$ cat src/rtl/ubst_pkg.sv
package ubst_pkg;

  localparam int CAPACITY   = 256;
  localparam int MAX_STATES = 64;

  localparam int SET_W = 64;
  localparam int SZ_W  = 7;
  localparam int IDX_W = (CAPACITY > 1) ? $clog2(CAPACITY) : 1;
  localparam int CNT_W = $clog2(CAPACITY + 1);

  localparam logic [SET_W-1:0] STORE_MASK = {SET_W{1'b1}} >> (SET_W - MAX_STATES);

  typedef enum logic [1:0] {
    OP_INSERT = 2'd0,
    OP_PUSH   = 2'd1,
    OP_FIND   = 2'd2,
    OP_POP    = 2'd3
  } op_t;

  typedef enum logic [1:0] {
    ST_OK    = 2'd0,
    ST_FULL  = 2'd1,
    ST_EMPTY = 2'd2
  } status_t;

  // Broadcast to every cell; held steady while a token runs down the chain.
  typedef struct packed {
    op_t              op;
    logic [SET_W-1:0] query;
    logic [SET_W-1:0] mask;
    logic [CNT_W-1:0] count;
  } ubst_cmd_t;

  // Token handed from cell to cell, one cell per cycle.
  typedef struct packed {
    logic             valid;
    logic             found;
    logic [IDX_W-1:0] idx;
    logic [SET_W-1:0] popped;
  } ubst_tok_t;

endpackage

$ cat src/rtl/ubst_cell.sv
module ubst_cell
  import ubst_pkg::*;
(
  input  logic             clk,
  input  logic             rst,
  input  logic [CNT_W-1:0] cell_idx,
  input  ubst_cmd_t        cmd,
  input  ubst_tok_t        tok_in,
  output ubst_tok_t        tok_out
);

  logic [SET_W-1:0] entry;
  logic             live;
  logic             hit;
  logic             first_hit;
  logic             write_en;
  logic             pop_take;

  always_comb begin
    live      = cell_idx < cmd.count;
    hit       = tok_in.valid && live && (((entry ^ cmd.query) & cmd.mask) == '0);
    first_hit = hit && !tok_in.found;
    // Every live entry lies before the cell at the fill level, so by the time
    // the token arrives there the search is complete.
    write_en  = tok_in.valid && (cell_idx == cmd.count) &&
                ((cmd.op == OP_PUSH) || ((cmd.op == OP_INSERT) && !tok_in.found));
    pop_take  = tok_in.valid && (cmd.op == OP_POP) &&
                ((cell_idx + CNT_W'(1)) == cmd.count);
  end

  always_ff @(posedge clk) begin
    if (write_en) begin
      entry <= cmd.query & STORE_MASK;
    end
  end

  always_ff @(posedge clk) begin
    if (rst) begin
      tok_out.valid <= 1'b0;
    end else begin
      tok_out.valid <= tok_in.valid;
    end
    tok_out.found  <= tok_in.found | hit;
    tok_out.idx    <= first_hit ? cell_idx[IDX_W-1:0] : tok_in.idx;
    tok_out.popped <= pop_take ? entry : tok_in.popped;
  end

endmodule

$ cat config.mk
export PLATFORM = sky130hd
export DESIGN_NAME = ubst_cell
export DESIGN_NICKNAME = d
export VERILOG_FILES = /design/src/rtl/ubst_pkg.sv /design/src/rtl/ubst_cell.sv
export SDC_FILE = /design/constraint.sdc
export NUM_CORES = 1
export LEC_CHECK = 0
export ABC_AREA = 1
export CAP_MARGIN = 20
export CORE_MARGIN = 2
export CORE_UTILIZATION = 25
export CTS_BUF_LIST = sky130_fd_sc_hd__clkbuf_8
export DETAILED_ROUTE_END_ITERATION = 7
export DONT_BUFFER_PORTS = 1
export GPL_TIMING_DRIVEN = 1
export PLACE_DENSITY = 0.45
export SETUP_SLACK_MARGIN = 0.2
export SYNTH_ARGS = -nofsm -noshare
export SYNTH_HDL_FRONTEND = slang
export SYNTH_SLANG_ARGS = --single-unit
$ cat constraint.sdc
create_clock -name clk -period 14.2 [get_ports clk]
set_input_delay 0 -clock clk [delete_from_list [all_inputs] [get_ports clk]]
set_output_delay 0 -clock clk [all_outputs]
set_load 0.01 [all_outputs]
==> run metrics <==
Syn Area/Cell 7.64 um^2; postcts setup bufs 0; Worst R2R End tok_out[66]; P&R area growth vs syn 31.4%; final-report hold violation count 0; CORE AREA 0.0271 mm^2; Cell variety after synth 29; arrival time worst endpoint roughly 3200 ps; Tot Pwr 900 uW; top-level I/O count ~300; worst path cell trace or2_2, nand3_1, nand2_1, nor2_1, nand2_1, nor2_1, nand2_1, nor2_1, nand3_1, nand2_1, nand2_1, dlygate4sd3_1; measured slew at the worst slew-check pin 944 ps; largest net degree at the start of global routing 65; R2R depth 12; CP Max Fanout 8; Storage cell area 0.00340 mm^2; CTS resizes 0; Final TNS setup 0 ps; initial antenna violation count 0; drt total wl 25,000 um; total CTS buffers 17; fin worst setup slack between 10,000 and 15,000 ps; flops & latches, synth around 140; Slowest-stage cell, CP dlygate4sd3_1; status finished, final reports clean; crit-path leading delay family simple AND/OR/NAND/NOR gates; number of global-route vias before repair 6,376; Iteration-0 DRC Markers 313; Initial DRT Pass Iterations 4; Fmax 356 MHz; area occupied by multi-input gates 0.00284 mm^2; final net count 1,285; aggregate global routing overflow 0; syn_nets 1,142; final period utilization 0.198; dpl hpwl 17,600 um; RSZ-0062 raised after global routing no; Ys Warns 0; GRT Util Overall 0.172; sequential fraction of the synthesis area 0.490; met2 WL 11,900 um; Metal-1 WL 10,700 um; post-route ant nets 0; WL met3 2000 um; CTS tree built; crit path kind register to register; DR vias 6,243; drt via density ~4.3; Worst Hold Class input pin to register; cell count along the critical path 12; crit path buf inv count 1; layout cells sized above 1 0.0508; RD Place Congestion a little under 0.8; pwr dens 98.6 mW/mm^2; crit start category register; Worst-path clk slew 90 ps; Sink Count approximately 140; filler cell count about 2,900; die footprint 0.0291 mm^2; root cell of the clock tree clkbuf_8; Crit. End Element register; shortest clock period the worst path allows after layout 2810 ps; wire length per cell 17.4 um; Cell Area, Synth 0.00694 mm^2; final clock skew 14.0 ps; n_diodes 0; Critical path origin entry[17]; # DRC 0; Max-Cap Viols 0; Place WS 11,060 ps; DR top layer met4; final setup vio count 0; crit path capture tok_out[66]; Leakage Power approximately 0.0043 uW; DIE WIDTH 171 um; clock latency on the worst-skew pair 450 ps; Max H-tree Level 4; Mapped Cells approximately 910; Relative slew margins 0.371; Initial Util 0.256; Site Rows 60; Worst Hold Margin 91.8 ps; crit-path max cell delay ~560 ps; Reg2Reg Setup Slack 11,390 ps; Clock Path Buffers 2; Peak VDD IR 50.0 uV; first-pass GRT wire length approximately 37,000 um; die height around 170 um; FF-to-FF Start entry[17]; Final Max Slew Viols 0; Crit path required time 14,550 ps; most used cell, CP nand2_1; port bufs 0
[layout by cell type (no fill, tap or decap), types with 2 or more instances in the layout]
cell type,synthesis,routed
dfxtp_1,74,74
a21oi_1,5,5
nand3_2,3,3
edfxtp_1,64,64
clkinv_2,0,2
buf_4,0,4
o21ai_0,3,3
or2_2,9,9
nand2_1,356,356
nand3_1,68,68
clkinvlp_4,0,3
inv_6,0,5
nand4_1,75,75
dlygate4sd3_1,0,147
bufinv_16,0,3
xnor2_1,3,3
nor2_1,60,59
inv_1,130,130
xor2_1,7,7
a21o_1,3,3
clkbuf_8,0,17
ha_1,10,10
nor2_4,1,2
[cells by family after synthesis]
group,after synthesis,share of synthesized area
flip-flops,138,0.490
buffers and inverters,158,0.103
XOR/XNOR,10,0.0126
AND/OR/NAND/NOR,576,0.361
adder cells (fa/ha/maj),10,0.0180
AO/OA/AOI/OAI,16,0.0146
[Yosys cell counts, drive strengths merged]
| cell type | count | area (um^2) |
|---|---|---|
| a2111oi | 1 | 8.76 |
| a21o | 3 | 22.5 |
| a21oi | 6 | 33.8 |
| a22o | 1 | 8.76 |
| a31oi | 1 | 6.26 |
| buf | 27 | 226 |
| clkinv | 1 | 3.75 |
| dfxtp | 74 | 1480 |
| edfxtp | 64 | 1920 |
| ha | 10 | 125 |
| inv | 130 | 488 |
| nand2 | 356 | 1340 |
| nand3 | 72 | 388 |
| nand3b | 1 | 7.51 |
| nand4 | 75 | 469 |
| nor2 | 62 | 243 |
| nor3 | 1 | 5.00 |
| o21ai | 3 | 15.0 |
| o22ai | 1 | 6.26 |
| or2 | 9 | 56.3 |
| xnor2 | 3 | 26.3 |
| xor2 | 7 | 61.3 |
[routing by layer]
| metal | track usage | vias up |
|---|---|---|
| met5 | 0 | - |
| met4 | 0.0517 | 0 |
| met3 | 0.0581 | 23 |
| met2 | 0.292 | 225 |
| met1 | 0.206 | 2795 |
| li1 | - | 3200 |
[how the worst min path moves through the flow]
stage | start | to | slack [ps] | depth (start not counted)
after CTS | cell_idx[5] | tok_out[26] | 80 | 4
final | cmd[53] | tok_out[72] | 90 | 9
after global placement | rst | tok_out[73] | 80 | 1
after global routing | cell_idx[5] | tok_out[32] | 110 | 4
after detailed placement | rst | tok_out[73] | 80 | 1
after floorplan | rst | tok_out[73] | 70 | 1
[sequential cells by signal, summed over array words and instances (netlist names)]
signal,flops
entry,64
tok_out,74
[repair_timing]
item                                    in CTS  in global routing
endpoints found under the hold margin      138                  0
hold buffers                               147                  0
endpoints found under the setup margin       0                  0
[power by group]
part	switching, uW	internal [uW]
clock	185	177
sequential	10.5	426
combinational	51.5	49.1
total	247	653
[area by class of cell]
cell class,count,share of cell area
Sequential cell,138,0.373
Multi-Input combinational cell,612,0.311
Timing Repair Buffer,151,0.165
Inverter,131,0.0539
Tap cell,372,0.0510
Clock buffer,17,0.0256
Clock inverter,15,0.0204
[tightest hold or removal path, stage by stage]
cell and delay (ps):
nand3_1 90, nand2_1 80, nor2_1 40, nand2_1 40, nor2_1 40, nand2_1 50
nor2_1 70, nand2_1 60, nand2_1 40
[metrics by stage]
step	area [um^2]	util	cells
final	9120	0.337	1436
after global routing	9120	0.337	1436
after CTS	9120	0.337	1436
after detailed placement	7230	0.267	1257
after global placement	7230	0.267	1257
after floorplan	6940	-	908
(Power assumes the default switching activity.)
